<file path="src/design/ssh_pkg.sv">
// ----------------------------------------------------------------------------
// ssh_pkg: shared types and constants for the speech segment hysteresis block
// Register map, command codes, reset values and the item/result records.
// ----------------------------------------------------------------------------
`default_nettype none

package ssh_pkg;

  localparam int POSITION_BITS_DEF = 31;
  localparam int TIME_BITS         = 31;
  localparam int PROB_BITS         = 16;
  localparam int LEN_BITS          = 24;
  localparam int WLEN_BITS         = 16;
  localparam int CFG_DATA_BITS     = 24;
  localparam int CFG_INDEX_BITS    = 3;

  typedef enum logic [CFG_INDEX_BITS-1:0] {
    REG_ON_THRESHOLD  = 3'd0,
    REG_OFF_THRESHOLD = 3'd1,
    REG_MIN_SILENCE   = 3'd2,
    REG_MIN_SPEECH    = 3'd3,
    REG_WINDOW_LENGTH = 3'd4
  } reg_idx_t;

  localparam logic CMD_WINDOW = 1'b0;
  localparam logic CMD_END    = 1'b1;

  localparam logic [PROB_BITS-1:0] ON_THRESHOLD_RST  = 16'd32768;
  localparam logic [PROB_BITS-1:0] OFF_THRESHOLD_RST = 16'd22938;
  localparam logic [LEN_BITS-1:0]  MIN_SILENCE_RST   = 24'd1600;
  localparam logic [LEN_BITS-1:0]  MIN_SPEECH_RST    = 24'd4000;
  localparam logic [WLEN_BITS-1:0] WINDOW_LENGTH_RST = 16'd512;

  typedef struct packed {
    logic [PROB_BITS-1:0] on_threshold;
    logic [PROB_BITS-1:0] off_threshold;
    logic [LEN_BITS-1:0]  min_silence;
    logic [LEN_BITS-1:0]  min_speech;
    logic [WLEN_BITS-1:0] window_length;
  } cfg_t;

  typedef struct packed {
    logic                 cmd;
    logic [PROB_BITS-1:0] window_prob;
    logic [TIME_BITS-1:0] stream_samples;
  } item_t;

  typedef struct packed {
    logic                 hit;
    logic [TIME_BITS-1:0] segment_start;
    logic [TIME_BITS-1:0] segment_end;
  } seg_t;

endpackage

`default_nettype wire

</file>
<file path="src/design/ssh_step.sv">
// ----------------------------------------------------------------------------
// ssh_step: per-item segmenter update
// Combinational next-state and result for one window or end request.
// ----------------------------------------------------------------------------
`default_nettype none

module ssh_step
  import ssh_pkg::*;
#(
  parameter int POSITION_BITS = POSITION_BITS_DEF
) (
  input  wire cfg_t                     cfg,
  input  wire item_t                    item,
  input  wire logic                     speaking,
  input  wire logic [POSITION_BITS-1:0] speech_begin,
  input  wire logic [POSITION_BITS-1:0] silence_begin,
  input  wire logic [POSITION_BITS-1:0] window_position,
  output logic                          speaking_next,
  output logic [POSITION_BITS-1:0]      speech_begin_next,
  output logic [POSITION_BITS-1:0]      silence_begin_next,
  output logic [POSITION_BITS-1:0]      window_position_next,
  output seg_t                          result
);

  // common compare width, wide enough for positions, lengths and stream counts
  localparam int CW = (POSITION_BITS > TIME_BITS) ? POSITION_BITS : TIME_BITS;

  logic [CW-1:0]            p_w;
  logic [CW-1:0]            sb_w;
  logic [CW-1:0]            sil_w;
  logic [CW-1:0]            total_w;
  logic [CW-1:0]            min_sil_w;
  logic [CW-1:0]            min_sp_w;
  logic [POSITION_BITS-1:0] sil_eff;
  logic [POSITION_BITS:0]   pos_sum;
  logic                     close_seg;
  logic                     long_seg;
  logic                     end_report;

  always_comb begin
    sil_eff   = (silence_begin == '0) ? window_position : silence_begin;
    p_w       = CW'(window_position);
    sb_w      = CW'(speech_begin);
    sil_w     = CW'(sil_eff);
    total_w   = CW'(item.stream_samples);
    min_sil_w = CW'(cfg.min_silence);
    min_sp_w  = CW'(cfg.min_speech);

    close_seg  = (p_w >= sil_w) && ((p_w - sil_w) >= min_sil_w);
    long_seg   = (sil_w >= sb_w) && ((sil_w - sb_w) >= min_sp_w);
    end_report = speaking && (total_w >= sb_w) && ((total_w - sb_w) >= min_sp_w);

    // saturating position advance
    pos_sum = {1'b0, window_position} + (POSITION_BITS+1)'(cfg.window_length);
  end

  always_comb begin
    speaking_next        = speaking;
    speech_begin_next    = speech_begin;
    silence_begin_next   = silence_begin;
    window_position_next = pos_sum[POSITION_BITS] ? '1 : pos_sum[POSITION_BITS-1:0];
    result.hit           = 1'b0;
    result.segment_start = sb_w[TIME_BITS-1:0];
    result.segment_end   = sil_w[TIME_BITS-1:0];

    if (item.cmd == CMD_END) begin
      result.hit           = end_report;
      result.segment_end   = item.stream_samples;
      speaking_next        = 1'b0;
      speech_begin_next    = '0;
      silence_begin_next   = '0;
      window_position_next = '0;
    end else if (item.window_prob >= cfg.on_threshold) begin
      silence_begin_next = '0;
      if (!speaking) begin
        speaking_next     = 1'b1;
        speech_begin_next = window_position;
      end
    end else if (speaking && (item.window_prob < cfg.off_threshold)) begin
      silence_begin_next = sil_eff;
      if (close_seg) begin
        result.hit         = long_seg;
        speaking_next      = 1'b0;
        silence_begin_next = '0;
      end
    end
  end

endmodule

`default_nettype wire

</file>
<file path="src/design/speech_segment_hysteresis.sv">
// ----------------------------------------------------------------------------
// speech_segment_hysteresis: voice activity segmenter with hangover
// Turns per-window speech probabilities into (start, end) sample segments.
// ----------------------------------------------------------------------------
//   channel  | handshake          | payload
//   ---------+--------------------+------------------------------------------
//   in       | in_valid/in_stall  | cmd, window_prob, stream_samples
//   out      | out_valid/out_stall| segment_start, segment_end
//   cfg      | cfg_write          | cfg_index, cfg_data
//
// One request per cycle while the result is not stalled. A request is held in
// the input register, is processed against the segment state, and a hit lands
// in the output register. Only a stalled result holds the pipe.
// Synchronous reset clears the state and loads default register values.
// ----------------------------------------------------------------------------
`default_nettype none

module speech_segment_hysteresis
  import ssh_pkg::*;
#(
  parameter int POSITION_BITS = POSITION_BITS_DEF
) (
  input  wire logic                      clk,
  input  wire logic                      rst,
  input  wire logic                      cfg_write,
  input  wire logic [CFG_INDEX_BITS-1:0] cfg_index,
  input  wire logic [CFG_DATA_BITS-1:0]  cfg_data,
  input  wire logic                      in_valid,
  output logic                           in_stall,
  input  wire logic                      cmd,
  input  wire logic [PROB_BITS-1:0]      window_prob,
  input  wire logic [TIME_BITS-1:0]      stream_samples,
  output logic                           out_valid,
  input  wire logic                      out_stall,
  output logic [TIME_BITS-1:0]           segment_start,
  output logic [TIME_BITS-1:0]           segment_end
);

  cfg_t                     cfg;
  item_t                    item;
  logic                     item_valid;
  logic                     speaking;
  logic [POSITION_BITS-1:0] speech_begin;
  logic [POSITION_BITS-1:0] silence_begin;
  logic [POSITION_BITS-1:0] window_position;
  logic                     speaking_next;
  logic [POSITION_BITS-1:0] speech_begin_next;
  logic [POSITION_BITS-1:0] silence_begin_next;
  logic [POSITION_BITS-1:0] window_position_next;
  seg_t                     result;
  logic                     advance;

  // the processing stage moves whenever the result register is free
  assign advance  = !out_valid || !out_stall;
  assign in_stall = item_valid && !advance;

  always_ff @(posedge clk) begin
    if (rst) begin
      cfg.on_threshold  <= ON_THRESHOLD_RST;
      cfg.off_threshold <= OFF_THRESHOLD_RST;
      cfg.min_silence   <= MIN_SILENCE_RST;
      cfg.min_speech    <= MIN_SPEECH_RST;
      cfg.window_length <= WINDOW_LENGTH_RST;
    end else if (cfg_write) begin
      case (cfg_index)
        REG_ON_THRESHOLD:  cfg.on_threshold  <= cfg_data[PROB_BITS-1:0];
        REG_OFF_THRESHOLD: cfg.off_threshold <= cfg_data[PROB_BITS-1:0];
        REG_MIN_SILENCE:   cfg.min_silence   <= cfg_data[LEN_BITS-1:0];
        REG_MIN_SPEECH:    cfg.min_speech    <= cfg_data[LEN_BITS-1:0];
        REG_WINDOW_LENGTH: cfg.window_length <= cfg_data[WLEN_BITS-1:0];
        default: ;
      endcase
    end
  end

  // input register
  always_ff @(posedge clk) begin
    if (rst) begin
      item_valid <= 1'b0;
    end else if (!in_stall) begin
      item_valid <= in_valid;
    end
  end

  always_ff @(posedge clk) begin
    if (!in_stall && in_valid) begin
      item.cmd            <= cmd;
      item.window_prob    <= window_prob;
      item.stream_samples <= stream_samples;
    end
  end

  ssh_step #(
    .POSITION_BITS(POSITION_BITS)
  ) u_step (
    .cfg                 (cfg),
    .item                (item),
    .speaking            (speaking),
    .speech_begin        (speech_begin),
    .silence_begin       (silence_begin),
    .window_position     (window_position),
    .speaking_next       (speaking_next),
    .speech_begin_next   (speech_begin_next),
    .silence_begin_next  (silence_begin_next),
    .window_position_next(window_position_next),
    .result              (result)
  );

  // segment state
  always_ff @(posedge clk) begin
    if (rst) begin
      speaking        <= 1'b0;
      speech_begin    <= '0;
      silence_begin   <= '0;
      window_position <= '0;
    end else if (item_valid && advance) begin
      speaking        <= speaking_next;
      speech_begin    <= speech_begin_next;
      silence_begin   <= silence_begin_next;
      window_position <= window_position_next;
    end
  end

  // result register
  always_ff @(posedge clk) begin
    if (rst) begin
      out_valid <= 1'b0;
    end else if (advance) begin
      out_valid <= item_valid && result.hit;
    end
  end

  always_ff @(posedge clk) begin
    if (advance && item_valid && result.hit) begin
      segment_start <= result.segment_start;
      segment_end   <= result.segment_end;
    end
  end

endmodule

`default_nettype wire
</file>
<file path="config.mk">
export PLATFORM = sky130hd
export DESIGN_NAME = speech_segment_hysteresis
export DESIGN_NICKNAME = d
export VERILOG_FILES = /design/src/design/ssh_pkg.sv /design/src/design/ssh_step.sv /design/src/design/speech_segment_hysteresis.sv
export SDC_FILE = /design/constraint.sdc
export NUM_CORES = 1
export LEC_CHECK = 0
export BUFFER_PORTS_ARGS = -buffer_cell sky130_fd_sc_hd__buf_4
export CAP_MARGIN = 20
export CORE_ASPECT_RATIO = 1.4
export CORE_MARGIN = 3
export CORE_UTILIZATION = 55
export CTS_CLUSTER_DIAMETER = 100
export DETAILED_ROUTE_END_ITERATION = 6
export PLACE_DENSITY = 0.83
export SLEW_MARGIN = 20
export SYNTH_ARGS = -nofsm -noshare
export SYNTH_HDL_FRONTEND = slang
export SYNTH_SLANG_ARGS = --single-unit
</file>
<file path="constraint.sdc">
create_clock -name clk -period 11.1 [get_ports clk]
set_input_delay 0.555 -clock clk [delete_from_list [all_inputs] [get_ports clk]]
set_output_delay 0.555 -clock clk [all_outputs]
set_load 0.02 [all_outputs]
</file>
==> results of run 1 <==
==> synthesized netlist by cell type, types with 32 or more instances <==
| master | number | area (um2) |
|---|---|---|
| sky130_fd_sc_hd__dfxtp_1 | 192 | 3840 |
| sky130_fd_sc_hd__nor2b_1 | 62 | 388 |
| sky130_fd_sc_hd__a21oi_1 | 253 | 1270 |
| sky130_fd_sc_hd__xor2_1 | 43 | 377 |
| sky130_fd_sc_hd__clkbuf_1 | 86 | 323 |
| sky130_fd_sc_hd__xnor2_1 | 52 | 455 |
| sky130_fd_sc_hd__a31oi_1 | 46 | 288 |
| sky130_fd_sc_hd__inv_1 | 181 | 679 |
| sky130_fd_sc_hd__nor2_1 | 136 | 510 |
| sky130_fd_sc_hd__edfxtp_1 | 110 | 3300 |
| sky130_fd_sc_hd__nand3_1 | 38 | 190 |
| sky130_fd_sc_hd__ha_1 | 198 | 2480 |
| sky130_fd_sc_hd__o21ai_0 | 108 | 541 |
| sky130_fd_sc_hd__nor3_1 | 32 | 160 |
| sky130_fd_sc_hd__a21o_1 | 68 | 510 |
| sky130_fd_sc_hd__nand2_1 | 313 | 1170 |
==> per-layer routing <==
layer	up-vias	routed length, um	GRT usage [%]
met1	8798	24300	37.2
met5	-	0	0
met3	230	4790	4.38
li1	8719	-	-
met2	846	31500	56.5
met4	0	4660	19.7
==> critical path, delay by kind of cell (launching register included) <==
family                     cells  cell delay [ps]
adders and majority gates      3              800
AOI/OAI and AO/OA             11             2670
DFF                            1              470
xor gates and xnor gates       1              180
and+or+nand+nor               13             4410
buffers and inverters          2              500
==> kinds of logic after synthesis <==
family                     count (synthesis)
and+or+nand+nor                          772
AOI/OAI and AO/OA                        668
DFF                                      302
buffers and inverters                    288
adders and majority gates                205
xor gates and xnor gates                  95
muxes                                     59
==> path summary, 6_finish.rpt <==
check | to | slack (ps) | start
worst max-delay path | segment_end[12] | 1680 | silence_begin[6]
worst min-delay path | item[31] | 140 | window_prob[0]
worst max register to register | segment_end[12] | 1680 | silence_begin[6]
worst min register to register | cfg[84] | 450 | cfg[84]
==> power by group <==
group	leakage (nW)	internal [mW]	switching (mW)
registers	2.59	1.17	0.0145
clock network	0.522	0.625	0.454
logic	6.58	0.149	0.218
total	9.70	1.94	0.686
==> through the flow <==
step	util [%]	area [um2]	instances	hold slack (ps)
after global placement	59.3	21800	2905	442
after CTS	62.1	22800	2960	117
after detailed placement	59.3	21800	2905	447
after floorplan	-	20500	2389	406
after global routing	62.2	22800	2960	118
final	62.2	22800	2960	135
==> sequential cells by signal, summed over array words and instances (netlist names) <==
| register | count |
|---|---|
| cfg | 96 |
| item | 48 |
| segment_end | 31 |
| segment_start | 31 |
| silence_begin | 31 |
| speech_begin | 31 |
| window_position | 31 |
| item_valid | 1 |
| out_valid | 1 |
| speaking | 1 |
==> final cells by class <==
class	instances	area [um2]	share of cell area, %
timing repair buffer	156	1170	5.13
inverter	181	679	2.97
sequential	302	7150	31.3
tap	467	584	2.56
clock inverter	16	181	0.794
clock buffer	39	868	3.80
multi-input combinational	1799	12200	53.5
==> run summary, run 1 <==
===========================================================================
Fraction of final layout cells sized beyond drive strength 1 .        12.0%
Port Buf Inserts .............................................          143
Drt pass-1 iters .............................................            7
Via count of the first global-routing pass ...................        17.9k
Die Span Y ...................................................       234 um
Final hold viol count ........................................            0
CP Data Required Time ........................................     11350 ps
CTS clock-pin slew for the worst setup and hold paths ........        70 ps
Antenna violations before repair .............................            0
Largest driver fanout on the critical path ...................           57
Fraction of the yosys area taken by sequential cells .........        34.9%
Antenna Diode Count ..........................................            0
Violated checks ..............................................          DRC
Setup slack at placement .....................................      2020 ps
Largest family of logic cells by synthesized area ............ compound AO/OA/AOI/OAI gates
Synthesized net count ........................................         2670
Worst r2r path cells .........................................           30
Kind of capture point of the worst setup path ................    flip-flop
DP Wirelength ................................................      51.0 mm
Worst-Margin Slew ............................................      1090 ps
Multiplexer fraction of the synthesized cell area ............        3.06%
Clock Latency Late Sink ......................................       590 ps
Count of state elements after synthesis ......................          302
Cell Area, Synth .............................................    20500 um2
Fin crit period ..............................................      9420 ps
# H-tree levels ..............................................            1
Global placer's final weighted congestion ....................         1.01
Most common cell after layout, fill and taps aside ........... sky130_fd_sc_hd__nand2_1
Tightest Hold Check Type .....................................       in2reg
Count of standard-cell rows ..................................           83
Global-route congestion overflow total .......................            0
Unrepaired setup endpoints after global routing ..............           no
CTS Buffer Depth .............................................            3
Static power due to leakage ..................................      9.70 nW
Routed wire length per instance ..............................      22.1 um
Global-route wire length before repair .......................      99.8 mm
Post-synth EDFFs .............................................          110
Area growth from synthesis to layout .........................        11.5%
Asr flop ratio synth .........................................           0%
Result of the run ............................................ finished, violations left
Remaining routing DRC violations .............................            1
Total power of the final layout ..............................      2.63 mW
Period utilization ...........................................        84.8%
Number of warnings reported in the yosys synthesis log .......            0
Post-synthesis instance total ................................         2389
Quantity of hold-fixing buffers added after cts ..............            0
Clock tree from TritonCTS ....................................        built
Kind of critical path ........................................      reg2reg
Leading cell types in the layout, fill and taps excluded ..... sky130_fd_sc_hd__nand2_1 (313), sky130_fd_sc_hd__a21oi_1 (252), sky130_fd_sc_hd__ha_1 (198), sky130_fd_sc_hd__dfxtp_1 (192), sky130_fd_sc_hd__inv_1 (181)
Largest vdd supply drop ......................................     0.136 mV
Mean Syn Cell Area ...........................................     8.58 um2
Post-route antenna net violation count .......................            0
Clock sink count .............................................          302
Final-stage net count ........................................         2751
Initial Util .................................................        55.7%
Layout Skew ..................................................      28.6 ps
Post-Route WL ................................................      65.3 mm
Max-slew violation count .....................................            0
PnR worst setup slack ........................................      1680 ps
Number of cells upsized or downsized after cts ...............            0
Count of distinct cell types in the synthesized netlist ......           89
Endpoint arrival time on the critical path ...................      9660 ps
Startpoint type of the worst setup path ......................    flip-flop
Total core area ..............................................    36800 um2
CP max-delay cell ............................................ sky130_fd_sc_hd__nor2_4
Pwr Density ..................................................   115 nW/um2
Adder-cell share of the synthesized area .....................        12.6%
Count of fill cells added during filler insertion ............         3182
Vias after detailed routing ..................................        18.6k
Maxcap violations ............................................            0
Dominant synthesized flop cell ............................... sky130_fd_sc_hd__dfxtp_1
Xor/xnor share of the synthesized area .......................        4.06%
Highest Clock Rate ...........................................    0.106 GHz
Number of DRC markers in iteration 0 .........................         1634
Global-route usage over all layers ...........................        32.2%
Worst slew slack as a fraction of its limit ..................        27.4%
Number of stages on the worst hold path ......................            1
Clk root buf ................................................. sky130_fd_sc_hd__clkbuf_16
Largest stage delay, worst path ..............................      1060 ps
Number of setup buffers added after CTS ......................            0
Clock buffers created by TritonCTS ...........................           30
Die Outline Area .............................................    39600 um2
Final Setup Violations .......................................            0
Maximum number of pins on one net before global-route repair .           92
Post-Route Setup TNS .........................................         0 ps
I/O pins .....................................................          144
Routed vias/inst .............................................         6.28
Synth Area in Compound Gates .................................        20.7%
Width of the die .............................................       169 um
Synth Area in Simple Gates ...................................        19.0%
===========================================================================
(Power assumes the default switching activity.)
==> run 2, diff against run 1 <==
Settings changed: PLACE_DENSITY 0.83 to 0.86.
Clock period 11.1 ns to 7.7 ns, I/O delays scaled along.
==> run summary, run 2 (synthesis results as in run 1) <==
===========================================================================
Result of the run ............................................ complete, no violations
Final hold viol count ........................................            0   unchanged
Global-route usage over all layers ...........................        33.1%   +0.85 points
Largest stage delay, worst path ..............................       580 ps   -480 ps
Global placer's final weighted congestion ....................        0.995   -1.4%
Routed wire length per instance ..............................      22.2 um   +0.52%
Final Setup Violations .......................................            0   unchanged
Most common cell after layout, fill and taps aside ........... sky130_fd_sc_hd__nand2_1
Pwr Density ..................................................   160 nW/um2   +39%
Leading registers by flop count .............................. cfg: 96 flops, item: 48 flops
Routed vias/inst .............................................         6.24   -0.70%
Clock Latency Late Sink ......................................       610 ps   +20 ps
Initial Util .................................................        55.7%   unchanged
Via count of the first global-routing pass ...................        18.6k   +3.7%
Fin crit period ..............................................      7180 ps   -2240 ps
Footprint of the multi-input gates ...........................    12200 um2   +0.23%
Fraction of final layout cells sized beyond drive strength 1 .        12.0%   +0.022 points
Max FFs per register .........................................           96   unchanged
Internal Pwr Total ...........................................      2.73 mW   +41%
Period utilization ...........................................        93.2%   +8.4 points
CP Data Required Time ........................................      8020 ps   -3330 ps
Startpoint type of the worst setup path ......................    flip-flop
Top cell by count, worst path ................................ sky130_fd_sc_hd__a21o_1
CP max-delay cell ............................................ sky130_fd_sc_hd__or4_1
Clock tree from TritonCTS ....................................        built
Clock buffers created by TritonCTS ...........................           30   unchanged
Leading cell types in the layout, fill and taps excluded ..... sky130_fd_sc_hd__nand2_1 (313), sky130_fd_sc_hd__a21oi_1 (252), sky130_fd_sc_hd__ha_1 (198), sky130_fd_sc_hd__dfxtp_1 (192), sky130_fd_sc_hd__inv_1 (181)
Worst slew slack as a fraction of its limit ..................        24.8%   -2.6 points
Drt pass-1 iters .............................................            6   -1
CTS Buffer Depth .............................................            3   unchanged
Worst-Margin Slew ............................................      1130 ps   +39.0 ps
Post-Route Setup TNS .........................................         0 ps   unchanged
Max-slew violation count .....................................            0   unchanged
Post-Route WL ................................................      67.0 mm   +2.6%
Switch Pwr ...................................................      1.01 mW   +47%
Placed cell areas ............................................    21900 um2   +0.52%
I/O pins .....................................................          144   unchanged
Count of standard-cell rows ..................................           83   unchanged
Vias after detailed routing ..................................        18.8k   +1.4%
Layout Skew ..................................................      33.8 ps   +5.25 ps
Register cell area after layout ..............................     7150 um2   unchanged
Static power due to leakage ..................................      9.94 nW   +2.5%
Switching part of the total power ............................        27.0%   +0.84 points
DP Wirelength ................................................      51.7 mm   +1.5%
Post-route antenna net violation count .......................            0   unchanged
Die Span Y ...................................................       234 um   unchanged
Largest vdd supply drop ......................................     0.172 mV   +26%
Combinational group share of total power .....................        15.2%   +1.2 points
Kind of capture point of the worst setup path ................    flip-flop
Largest reg by FF count ......................................          cfg
Maxcap violations ............................................            0   unchanged
Summed area of non-filler cells in the final layout ..........    23400 um2   +2.4%
Width of the die .............................................       169 um   unchanged
Largest driver fanout on the critical path ...................           57   unchanged
# H-tree levels ..............................................            1   unchanged
Clk root buf ................................................. sky130_fd_sc_hd__clkbuf_16
Port Buf Inserts .............................................          143   unchanged
Die Outline Area .............................................    39600 um2   unchanged
Antenna violations before repair .............................            1   +1
Count of fill cells added during filler insertion ............         3043   -4.4%
Global-route wire length before repair .......................       102 mm   +2.6%
Clock sink count .............................................          302   unchanged
Sequential Power Share .......................................        45.6%   +0.6 points
Highest Clock Rate ...........................................    0.139 GHz   +31%
Remaining routing DRC violations .............................            0   -1
Antenna Diode Count ..........................................            0   unchanged
CTS clock-pin slew for the worst setup and hold paths ........        60 ps   about the same
Post-layout util .............................................        63.6%   +1.5 points
Relative contribution of the clock network to total power ....        39.2%   -1.9 points
Tightest Hold Check Type .....................................       in2reg
Kind of critical path ........................................      reg2reg
Total core area ..............................................    36800 um2   unchanged
Area growth from synthesis to layout .........................        14.2%
Endpoint arrival time on the critical path ...................      7490 ps   -2170 ps
Number of DRC markers in iteration 0 .........................         1504   -8.0%
Final-stage net count ........................................         2812   +2.2%
Global-route congestion overflow total .......................            0   unchanged
Maximum number of pins on one net before global-route repair .          101   +9.8%
===========================================================================
[run 2: cell types whose count changed in the layout (fill, tap and decap cells not counted), moves of 2 or more]
| cell | change |
|---|---|
| sky130_fd_sc_hd__buf_12 | +2 |
| sky130_fd_sc_hd__buf_4 | +11 |
| sky130_fd_sc_hd__bufinv_16 | -3 |
| sky130_fd_sc_hd__clkinv_1 | +7 |
| sky130_fd_sc_hd__clkinv_2 | -3 |
| sky130_fd_sc_hd__clkinv_4 | -2 |
| sky130_fd_sc_hd__dlygate4sd3_1 | +48 |
| sky130_fd_sc_hd__inv_6 | -3 |
[run 2: power groups by stage]
| stage | sequential (mW) | clock [mW] | combinational, mW |
|---|---|---|---|
| floorplan | 1.73 | 0 | 0.370 |
| global placement | 1.74 | 0 | 0.515 |
| detailed placement | 1.74 | 0 | 0.524 |
| CTS | 1.70 | 1.47 | 0.548 |
| global route | 1.70 | 1.54 | 0.619 |
| finish | 1.70 | 1.46 | 0.567 |
[run 2: layout make-up]
type                       instances  area share, %
multi-input combinational       1799           52.3
sequential                       302           30.5
timing repair buffer             217           7.58
clock buffer                      42           3.82
inverter                         181           2.90
tap                              467           2.50
clock inverter                    14          0.310
[run 2: worst max-delay path: cells and delay by family (launching register included)]
family	cells	cell delay, ps
simple gates	13	3170
flops	1	330
fa+ha+maj	2	570
buf+inv	3	630
xor+xnor	1	150
compound gates	11	2020
[run 2: final timing paths]
check / start / to / slack (ps) / depth (start not counted)
worst max-delay path: silence_begin[21] / segment_start[0] / 520 / 30
worst min-delay path: in_valid / item_valid / 70 / 3
worst max register to register: silence_begin[21] / segment_start[0] / 520 / 30
worst min register to register: cfg[66] / cfg[66] / 460 / 2
[run 2: layer usage]
metal | wire [um] | up-vias | global-route usage [%]
li1 | - | 8850 | -
met1 | 24200 | 8841 | 36.5
met2 | 32300 | 882 | 58.3
met3 | 4610 | 274 | 4.32
met4 | 5890 | 2 | 23.9
met5 | 7 | - | 0
[run 2: through the flow]
stage	cells	total power, mW	hold WS [ps]	setup slack (ps)
2_1_floorplan	2389	2.10	406	433
3_3_place_gp	2916	2.25	443	600
3_5_place_dp	2916	2.26	446	521
4_1_cts	3020	3.72	53.2	490
5_1_grt	3022	3.86	75.1	-2.64
6_report	3022	3.73	68.6	524
[run 2: what timing repair did]
action | 4_1_cts | 5_1_grt
hold endpoints to repair | 48 | 0
endpoints found under the setup margin | 0 | 81
resized for setup | 0 | 4
hold buffers | 48 | 0
buffers inserted | 0 | 2
